### src/hw/rtl/rfcf_pkg.sv
package rfcf_pkg;

	// Result kinds.
	localparam logic [1:0] KIND_TX      = 2'd0;
	localparam logic [1:0] KIND_PAYLOAD = 2'd1;
	localparam logic [1:0] KIND_VERDICT = 2'd2;

	// Verdict codes.
	localparam logic [1:0] FST_OK       = 2'd0;
	localparam logic [1:0] FST_BAD_SUM  = 2'd1;
	localparam logic [1:0] FST_MISMATCH = 2'd2;
	localparam logic [1:0] FST_SHORT    = 2'd3;

	// Frame constants.
	localparam logic [7:0] TX_LENGTH    = 8'd4;
	localparam logic [7:0] MIN_LENGTH   = 8'd5;
	localparam logic [7:0] RESET_ID     = 8'd1;

	// Register indexes.
	localparam logic REG_READER_ID = 1'b0;

	// Queue between the front and the back.
	localparam int QDEPTH = 4;
	localparam int QAW    = $clog2(QDEPTH);

	// One queued operation: either a whole transmit frame or one finished result.
	typedef struct packed {
		logic       is_tx;
		logic [7:0] rid;
		logic [1:0] kind;
		logic [7:0] byte_value;
		logic       last;
		logic [1:0] frame_status;
		logic [7:0] status_word;
		logic [7:0] payload_length;
		logic [4:0] tag_count;
	} op_t;

endpackage

### src/hw/rtl/rfid_reader_command_framer_top.sv
// Command/response framer for a serial reader module. An item with cmd high sends a
// four-byte command frame (length 4, reader id, command code, inverted byte sum) and
// makes that command the pending request. An item with cmd low carries one received
// byte of a length-prefixed response; payload bytes are passed on as they arrive when
// the id and command match the pending request, and the last byte of the frame gives
// one verdict item with the status word, payload length and tag count. Receive items
// are taken one per clock cycle while the queue has room; a send item yields four
// result items, serialized by the back end one frame byte per cycle while the output
// is taken. A four-entry queue between the classifying front end and the output
// back end lets input keep flowing while results wait, and an output register holds
// each result until it is taken. The reader id register sits at byte address 0 of the
// configuration port and resets to 1.
module rfid_reader_command_framer_top
	import rfcf_pkg::*;
(
	input  logic        clk,
	input  logic        arst_n,
	// Input channel.
	input  logic        in_valid,
	output logic        in_ready,
	input  logic        cmd,
	input  logic [7:0]  rx_byte,
	input  logic [7:0]  command_code,
	// Result channel.
	output logic        out_valid,
	input  logic        out_ready,
	output logic [1:0]  kind,
	output logic [7:0]  byte_value,
	output logic        last,
	output logic [1:0]  frame_status,
	output logic [7:0]  status_word,
	output logic [7:0]  payload_length,
	output logic [4:0]  tag_count,
	// Configuration port.
	input  logic        psel,
	input  logic        penable,
	input  logic        pwrite,
	input  logic [2:0]  paddr,
	input  logic [31:0] pwdata,
	output logic [31:0] prdata,
	output logic        pready
);

	logic [7:0] reader_id_q;
	logic       accept;
	logic       push;
	op_t        push_op;
	logic       pop;
	op_t        head;
	logic       not_empty;
	logic       not_full;

	// The port never stalls. Only the word at offset zero holds a register.
	assign pready = 1'b1;
	assign prdata = (paddr[2] == REG_READER_ID) ? {24'd0, reader_id_q} : 32'd0;

	always_ff @(posedge clk or negedge arst_n) begin
		if (!arst_n) begin
			reader_id_q <= RESET_ID;
		end else if (psel && penable && pwrite && (paddr[2] == REG_READER_ID)) begin
			reader_id_q <= pwdata[7:0];
		end
	end

	// An item is taken whenever the queue has room, even while a result is waiting.
	assign in_ready = not_full;
	assign accept   = in_valid && not_full;

	rfcf_front u_front (
		.clk          (clk),
		.arst_n       (arst_n),
		.accept       (accept),
		.cmd          (cmd),
		.rx_byte      (rx_byte),
		.command_code (command_code),
		.reader_id    (reader_id_q),
		.push         (push),
		.op           (push_op)
	);

	rfcf_queue u_queue (
		.clk       (clk),
		.arst_n    (arst_n),
		.push      (push),
		.push_op   (push_op),
		.pop       (pop),
		.head      (head),
		.not_empty (not_empty),
		.not_full  (not_full)
	);

	rfcf_back u_back (
		.clk            (clk),
		.arst_n         (arst_n),
		.head           (head),
		.not_empty      (not_empty),
		.pop            (pop),
		.out_valid      (out_valid),
		.out_ready      (out_ready),
		.kind           (kind),
		.byte_value     (byte_value),
		.last           (last),
		.frame_status   (frame_status),
		.status_word    (status_word),
		.payload_length (payload_length),
		.tag_count      (tag_count)
	);

endmodule

### src/hw/rtl/rfcf_front.sv
module rfcf_front
	import rfcf_pkg::*;
(
	input  logic       clk,
	input  logic       arst_n,
	input  logic       accept,
	input  logic       cmd,
	input  logic [7:0] rx_byte,
	input  logic [7:0] command_code,
	input  logic [7:0] reader_id,
	output logic       push,
	output op_t        op
);

	logic [7:0] pos_q;
	logic [7:0] flen_q;
	logic [7:0] sum_q;
	logic [7:0] exp_cmd_q;
	logic       pending_q;
	logic       match_q;
	logic [7:0] status_q;

	logic [7:0] flen_n;
	logic [7:0] sum_base;
	logic       match_n;
	logic [7:0] status_n;
	logic [8:0] count;
	logic [8:0] need;
	logic       more;
	logic [7:0] plen;
	logic [1:0] fst;

	always_comb begin
		flen_n   = (pos_q == 8'd0) ? rx_byte : flen_q;
		sum_base = (pos_q == 8'd0) ? 8'd0 : sum_q;
		case (pos_q)
			8'd0:    match_n = 1'b0;
			8'd1:    match_n = pending_q && (rx_byte == reader_id);
			8'd2:    match_n = match_q && (rx_byte == exp_cmd_q);
			default: match_n = match_q;
		endcase
		case (pos_q)
			8'd0:    status_n = 8'd0;
			8'd3:    status_n = rx_byte;
			default: status_n = status_q;
		endcase
		count = {1'b0, pos_q} + 9'd1;
		need  = (flen_n == 8'd0) ? 9'd1 : {1'b0, flen_n};
		more  = count < need;

		// A length byte below five is always a short frame, whatever the header.
		if (flen_n < MIN_LENGTH) begin
			fst  = FST_SHORT;
			plen = 8'd0;
		end else begin
			plen = flen_n - MIN_LENGTH;
			if (!match_n) begin
				fst = FST_MISMATCH;
			end else if (rx_byte != ~sum_base) begin
				fst = FST_BAD_SUM;
			end else begin
				fst = FST_OK;
			end
		end
	end

	always_comb begin
		op = '0;
		push = 1'b0;
		if (cmd) begin
			op.is_tx      = 1'b1;
			op.rid        = reader_id;
			op.kind       = KIND_TX;
			op.byte_value = command_code;
			push          = accept;
		end else if (more) begin
			op.kind       = KIND_PAYLOAD;
			op.byte_value = rx_byte;
			push          = accept && (pos_q >= 8'd4) && match_n;
		end else begin
			op.kind           = KIND_VERDICT;
			op.last           = 1'b1;
			op.frame_status   = fst;
			op.status_word    = status_n;
			op.payload_length = plen;
			op.tag_count      = plen[7:3];
			push              = accept;
		end
	end

	always_ff @(posedge clk or negedge arst_n) begin
		if (!arst_n) begin
			pos_q     <= '0;
			flen_q    <= '0;
			sum_q     <= '0;
			exp_cmd_q <= '0;
			pending_q <= 1'b0;
			match_q   <= 1'b0;
			status_q  <= '0;
		end else if (accept) begin
			if (cmd) begin
				exp_cmd_q <= command_code;
				pending_q <= 1'b1;
			end else begin
				flen_q   <= flen_n;
				status_q <= status_n;
				if (more) begin
					sum_q   <= sum_base + rx_byte;
					pos_q   <= count[7:0];
					match_q <= match_n;
				end else begin
					sum_q     <= sum_base;
					pos_q     <= '0;
					match_q   <= 1'b0;
					pending_q <= 1'b0;
					exp_cmd_q <= '0;
				end
			end
		end
	end

endmodule

### src/hw/rtl/rfcf_queue.sv
module rfcf_queue
	import rfcf_pkg::*;
(
	input  logic clk,
	input  logic arst_n,
	input  logic push,
	input  op_t  push_op,
	input  logic pop,
	output op_t  head,
	output logic not_empty,
	output logic not_full
);

	op_t          mem_q [QDEPTH];
	logic [QAW-1:0] wr_ptr_q;
	logic [QAW-1:0] rd_ptr_q;
	logic [QAW:0]   count_q;

	assign not_empty = (count_q != '0);
	assign not_full  = (count_q != QAW'(0) + (QAW+1)'(QDEPTH));
	assign head      = mem_q[rd_ptr_q];

	always_ff @(posedge clk) begin
		if (push) begin
			mem_q[wr_ptr_q] <= push_op;
		end
	end

	always_ff @(posedge clk or negedge arst_n) begin
		if (!arst_n) begin
			wr_ptr_q <= '0;
			rd_ptr_q <= '0;
			count_q  <= '0;
		end else begin
			if (push) begin
				wr_ptr_q <= wr_ptr_q + 1'b1;
			end
			if (pop) begin
				rd_ptr_q <= rd_ptr_q + 1'b1;
			end
			if (push && !pop) begin
				count_q <= count_q + 1'b1;
			end else if (pop && !push) begin
				count_q <= count_q - 1'b1;
			end
		end
	end

endmodule

### src/hw/rtl/rfcf_back.sv
module rfcf_back
	import rfcf_pkg::*;
(
	input  logic       clk,
	input  logic       arst_n,
	input  op_t        head,
	input  logic       not_empty,
	output logic       pop,
	output logic       out_valid,
	input  logic       out_ready,
	output logic [1:0] kind,
	output logic [7:0] byte_value,
	output logic       last,
	output logic [1:0] frame_status,
	output logic [7:0] status_word,
	output logic [7:0] payload_length,
	output logic [4:0] tag_count
);

	logic [1:0] idx_q;
	logic       valid_q;
	op_t        out_q;
	logic       load;
	op_t        next_out;
	logic [7:0] tx_sum;

	assign tx_sum = TX_LENGTH + head.rid + head.byte_value;
	assign load   = !valid_q || out_ready;
	assign pop    = load && not_empty && (!head.is_tx || (idx_q == 2'd3));

	always_comb begin
		next_out = head;
		if (head.is_tx) begin
			case (idx_q)
				2'd0:    next_out.byte_value = TX_LENGTH;
				2'd1:    next_out.byte_value = head.rid;
				2'd2:    next_out.byte_value = head.byte_value;
				default: next_out.byte_value = ~tx_sum;
			endcase
			next_out.last = (idx_q == 2'd3);
		end
	end

	always_ff @(posedge clk or negedge arst_n) begin
		if (!arst_n) begin
			valid_q <= 1'b0;
			idx_q   <= '0;
		end else if (load) begin
			valid_q <= not_empty;
			if (not_empty && head.is_tx) begin
				idx_q <= idx_q + 1'b1;
			end
		end
	end

	always_ff @(posedge clk) begin
		if (load && not_empty) begin
			out_q <= next_out;
		end
	end

	assign out_valid      = valid_q;
	assign kind           = out_q.kind;
	assign byte_value     = out_q.byte_value;
	assign last           = out_q.last;
	assign frame_status   = out_q.frame_status;
	assign status_word    = out_q.status_word;
	assign payload_length = out_q.payload_length;
	assign tag_count      = out_q.tag_count;

endmodule

### config.mk
export PLATFORM = sky130hd
export DESIGN_NAME = rfid_reader_command_framer_top
export DESIGN_NICKNAME = d
export VERILOG_FILES = /design/src/hw/rtl/rfcf_pkg.sv /design/src/hw/rtl/rfid_reader_command_framer_top.sv /design/src/hw/rtl/rfcf_front.sv /design/src/hw/rtl/rfcf_queue.sv /design/src/hw/rtl/rfcf_back.sv
export SDC_FILE = /design/constraint.sdc
export NUM_CORES = 1
export LEC_CHECK = 0
export BUFFER_PORTS_ARGS = -buffer_cell sky130_fd_sc_hd__buf_4
export CAP_MARGIN = 10
export CORE_ASPECT_RATIO = 0.75
export CORE_UTILIZATION = 40
export CTS_CLUSTER_DIAMETER = 40
export DETAILED_ROUTE_END_ITERATION = 12
export SYNTH_ARGS = -nofsm -noshare
export SYNTH_HDL_FRONTEND = slang
export SYNTH_SLANG_ARGS = --single-unit
### constraint.sdc
create_clock -name clk -period 6.4 [get_ports clk]
set_clock_uncertainty 0.1 [all_clocks]
set_input_delay 0.64 -clock clk [delete_from_list [all_inputs] [get_ports clk]]
set_output_delay 0.64 -clock clk [all_outputs]
set_load 0.005 [all_outputs]
==> impl_metrics.py <==
metrics = {
    "yosys": {
        "async_flop_share_pct": 25.32,
        "netlist.area_leader.share_pct": 47.30,
        "synthMuxAreaShare_pct": 9.576,
        "syn_inst": 804,
        "synth-xor-area-share_pct": 3.352,
        "syn_avg_cell_area_um2": 13.98,
        "ys_warn_count": 0,
        "synthAdderAreaFrac_pct": 5.100,
        "synth_enable_flop_cells": 177,
        "synth_top_cell_by_area": "edfxtp_1",
        "synth_compound_area_share_pct": 8.084,
        "synth_top_family_by_area": "multiplexers",
        "syn_area_um2": 11240,
        "synth-seq-cells": 237,
        "synth_flop_cell": "edfxtp_1",
        "yosysSeqAreaShare_pct": 60.67,
        "synth_cell_types": 64,
        "yosys.area_share.simple_pct": 8.874,
        "yosys-top-cells-area": "edfxtp_1 (47%), dfrtp_1 (13%), mux4_2 (7.4%), ha_1 (4.6%), xnor2_1 (2.7%)",
    },
    "routing": {
        "viasPerCell": 5.294,
        "drc": 0,
        "vias": 6702,
        "wire_per_inst_um": 19.50,
        "ant_nets": 0,
        "postRouteWirelength_um": 24690,
        "drt_iter0_markers": 451,
        "dr.pass1.iters": 4,
    },
    "sta": {
        "max_freq_ghz": 0.1821,
        "whs_ns": 0.09092,
        "finalHoldViolCount": 0,
        "tightest_slew_ns": 0.9265,
        "slew_violations": 0,
        "fin_crit_sh_pct": 85.82,
        "rsz0062_at_grt": "false",
        "setup_violations": 0,
        "min_period_ns": 5.492,
        "tns_ns": 0,
        "slew_headroom_pct": 38.23,
    },
    "job": {
        "maxCapViolCount": 0,
    },
    "power": {
        "power_frac_seq_pct": 34.9,
        "power_mw": 7.106,
        "sw_frac_of_total_pct": 35.35,
        "p_int_mw": 4.594,
        "clkPwrFrac_pct": 26.4,
        "power_density_nw_per_um2": 536.5,
        "combPwrFrac_pct": 38.8,
        "p_switching_mw": 2.512,
        "p_leak_nw": 5.131,
        "irDropWorstVdd_uv": 234.0,
    },
    "cts": {
        "postCtsResizedCells": 0,
        "numCtsBuffers": 34,
        "clock-sinks": 237,
        "clock_latency_ns": 0.52,
        "cts_setup_buffers": 0,
        "cts_tree": "built",
        "cts_max_path_buffers": 3,
        "hold_buffers": 0,
        "htreeDepth": 2,
        "root_buffer": "clkbuf_16",
        "clkTransAtPathRegs_ns": 0.06,
    },
    "global_routing": {
        "grt.overflow.total": 0,
        "grt_util_all_layers_pct": 17.61,
        "grt_max_degree": 61,
        "antenna_found_initial": 0,
        "grt_pass1_wl_um": 38300,
        "grt_pass1_vias": 6504,
    },
    "placement": {
        "gp_congestion": 0.8832,
        "portBuffers": 76,
        "hpwl_um": 16440,
        "dp_cells": 1204,
    },
    "floorplan": {
        "num_rows": 52,
        "ios": 128,
        "dieHeight_um": 147.2,
        "coreArea_um2": 27260,
        "start_util_pct": 41.22,
        "fp.dieArea_um2": 28770,
        "die_w_um": 195.5,
    },
    "setup_path": {
        "crit_arrival_ns": 5.83,
        "cp_max_fo": 8,
        "required_ns": 6.74,
        "cp-end-kind": "register",
        "worstSetupPathType": "register to register",
        "cp-start-kind": "register",
    },
    "min_path": {
        "hp-class": "input port to async pin",
    },
    "cells_and_area": {
        "drive_gt1_share_pct": 23.83,
        "layout.cells.non_filler": 1266,
        "seqCellArea_um2": 6819,
        "layout-area-overhead-vs-synth_pct": 17.87,
        "nFillCells": 2329,
        "final_core_util_pct": 48.59,
        "diodes": 0,
        "multi_input_area_um2": 4041,
        "layout.nets": 992,
    },
    "run_status": {
        "status": "finished, final reports clean",
    },
}
==> flip-flops by register name, indices dropped and copies added (netlist names) <==
signal and flops:
u_back.status_word 8, u_back.tag_count 5, u_back.byte_value 8, u_front.sum_q 8, u_queue.wr_ptr_q 2, u_back.frame_status 2
u_front.status_q 8, u_front.exp_cmd_q 8, u_front.match_q 1, u_queue.rd_ptr_q 2, u_back.out_valid 1, u_queue.mem_q 148
u_front.pos_q 8, u_back.idx_q 2, u_front.pending_q 1, u_back.payload_length 3, u_queue.count_q 3, u_back.kind 2
u_front.flen_q 8, u_back.last 1, reader_id_q 8
==> power groups by stage <==
stage / Combinational [mW] / Clock, mW / Sequential (mW)
final: 2.75 / 1.87 / 2.48
after detailed placement: 2.76 / 0 / 2.51
after global routing: 3.06 / 1.97 / 2.53
after CTS: 2.77 / 1.91 / 2.49
after floorplan: 2.05 / 0 / 2.40
after global placement: 2.72 / 0 / 2.50
==> synthesized netlist by cell type (6+ instances only) <==
cell and n:
inv_1 26, edfxtp_1 177, a21o_1 7, dfrtp_1 59, clkbuf_1 19, nand2_1 65
xor2_1 8, o21ai_0 31, a21oi_1 30, nor3_1 12, mux2i_1 7, mux2_2 12
and3_1 8, xnor2_1 35, ha_1 41, nor2b_1 13, buf_2 6, mux4_2 37
nor2_1 26, a22o_1 24, buf_4 33, and2_1 22, nand3_1 27
==> critical path, cell delays in order, from the launching register on <==
cell,delay (ns)
dfrtp_1,0.46
inv_1,0.14
ha_1,0.22
or3b_2,0.50
o21ai_0,0.20
a21boi_0,0.43
ha_1,0.37
or4b_4,0.51
mux2i_4,0.18
or2_2,0.14
ha_1,0.11
nand2_1,0.05
nor3_1,0.22
o211ai_1,0.18
o211a_1,0.29
a21oi_4,0.24
ha_1,0.22
inv_1,0.06
fa_1,0.37
xor2_1,0.17
nor2_1,0.11
xor2_1,0.15
==> stage by stage <==
step	setup slack, ns	cell area [um2]
after global placement	1.055	12100
after floorplan	1.149	11320
after CTS	0.9294	13250
final	0.9077	13250
after global routing	0.4288	13250
after detailed placement	0.9723	12100
==> layout by cell type (no fill, tap or decap), types with 8 or more instances in the layout <==
cell	synthesis	routed
edfxtp_1	177	177
buf_4	33	86
nand2_1	65	65
dfrtp_1	59	58
ha_1	41	41
mux4_2	37	37
xnor2_1	35	35
clkbuf_16	0	34
o21ai_0	31	31
a21oi_1	30	29
nand3_1	27	27
inv_1	26	26
nor2_1	26	26
conb_1	2	25
a22o_1	24	24
and2_1	22	18
nor2b_1	13	13
nor3_1	12	12
mux2_2	12	12
inv_6	0	10
and3_1	8	8
xor2_1	8	8
==> worst paths after layout <==
path | startpoint | end | slack, ns | cells past startpoint
min in group clk | out_ready | u_back.out_valid | 0.23 | 2
max | u_front.pos_q[0] | u_queue.count_q[2] | 0.91 | 21
min | arst_n | u_front.flen_q[5] | 0.09 | 1
max in group asynchronous | arst_n | u_queue.rd_ptr_q[0] | 5.50 | 1
min reg2reg | u_queue.count_q[2] | u_queue.count_q[2] | 0.39 | 1
max reg2reg | u_front.pos_q[0] | u_queue.count_q[2] | 0.91 | 21
==> kinds of logic (layout without fill, tap and decap cells) <==
group | after synthesis | after routing
AOI/OAI and AO/OA | 134 | 134
adders and majority gates | 44 | 44
DFF | 237 | 237
xor gates and xnor gates | 43 | 43
muxes | 58 | 58
buffers and inverters | 89 | 177
other | 2 | 25
and+or+nand+nor | 197 | 197
==> metal layers <==
metal / wire, um / part of all wire (%) / vias up / track usage, %
met1: 11920 / 48 / 3318 / 26.61
met4: 454 / 1.8 / 0 / 4.921
met2: 10790 / 44 / 206 / 25.54
met3: 1527 / 6.2 / 43 / 3.650
met5: 0 / 0 / - / 0
li1: - / - / 3135 / -
==> area by class of cell <==
| class | count | area share (%) |
|---|---|---|
| flip-flops and latches | 237 | 51.48 |
| well taps | 351 | 3.316 |
| inverters | 26 | 0.7368 |
| clock buffers | 36 | 6.480 |
| clock inverters | 26 | 2.144 |
| repair buffers | 89 | 5.328 |
| multi-input cells | 501 | 30.51 |
(Power assumes the default switching activity.)
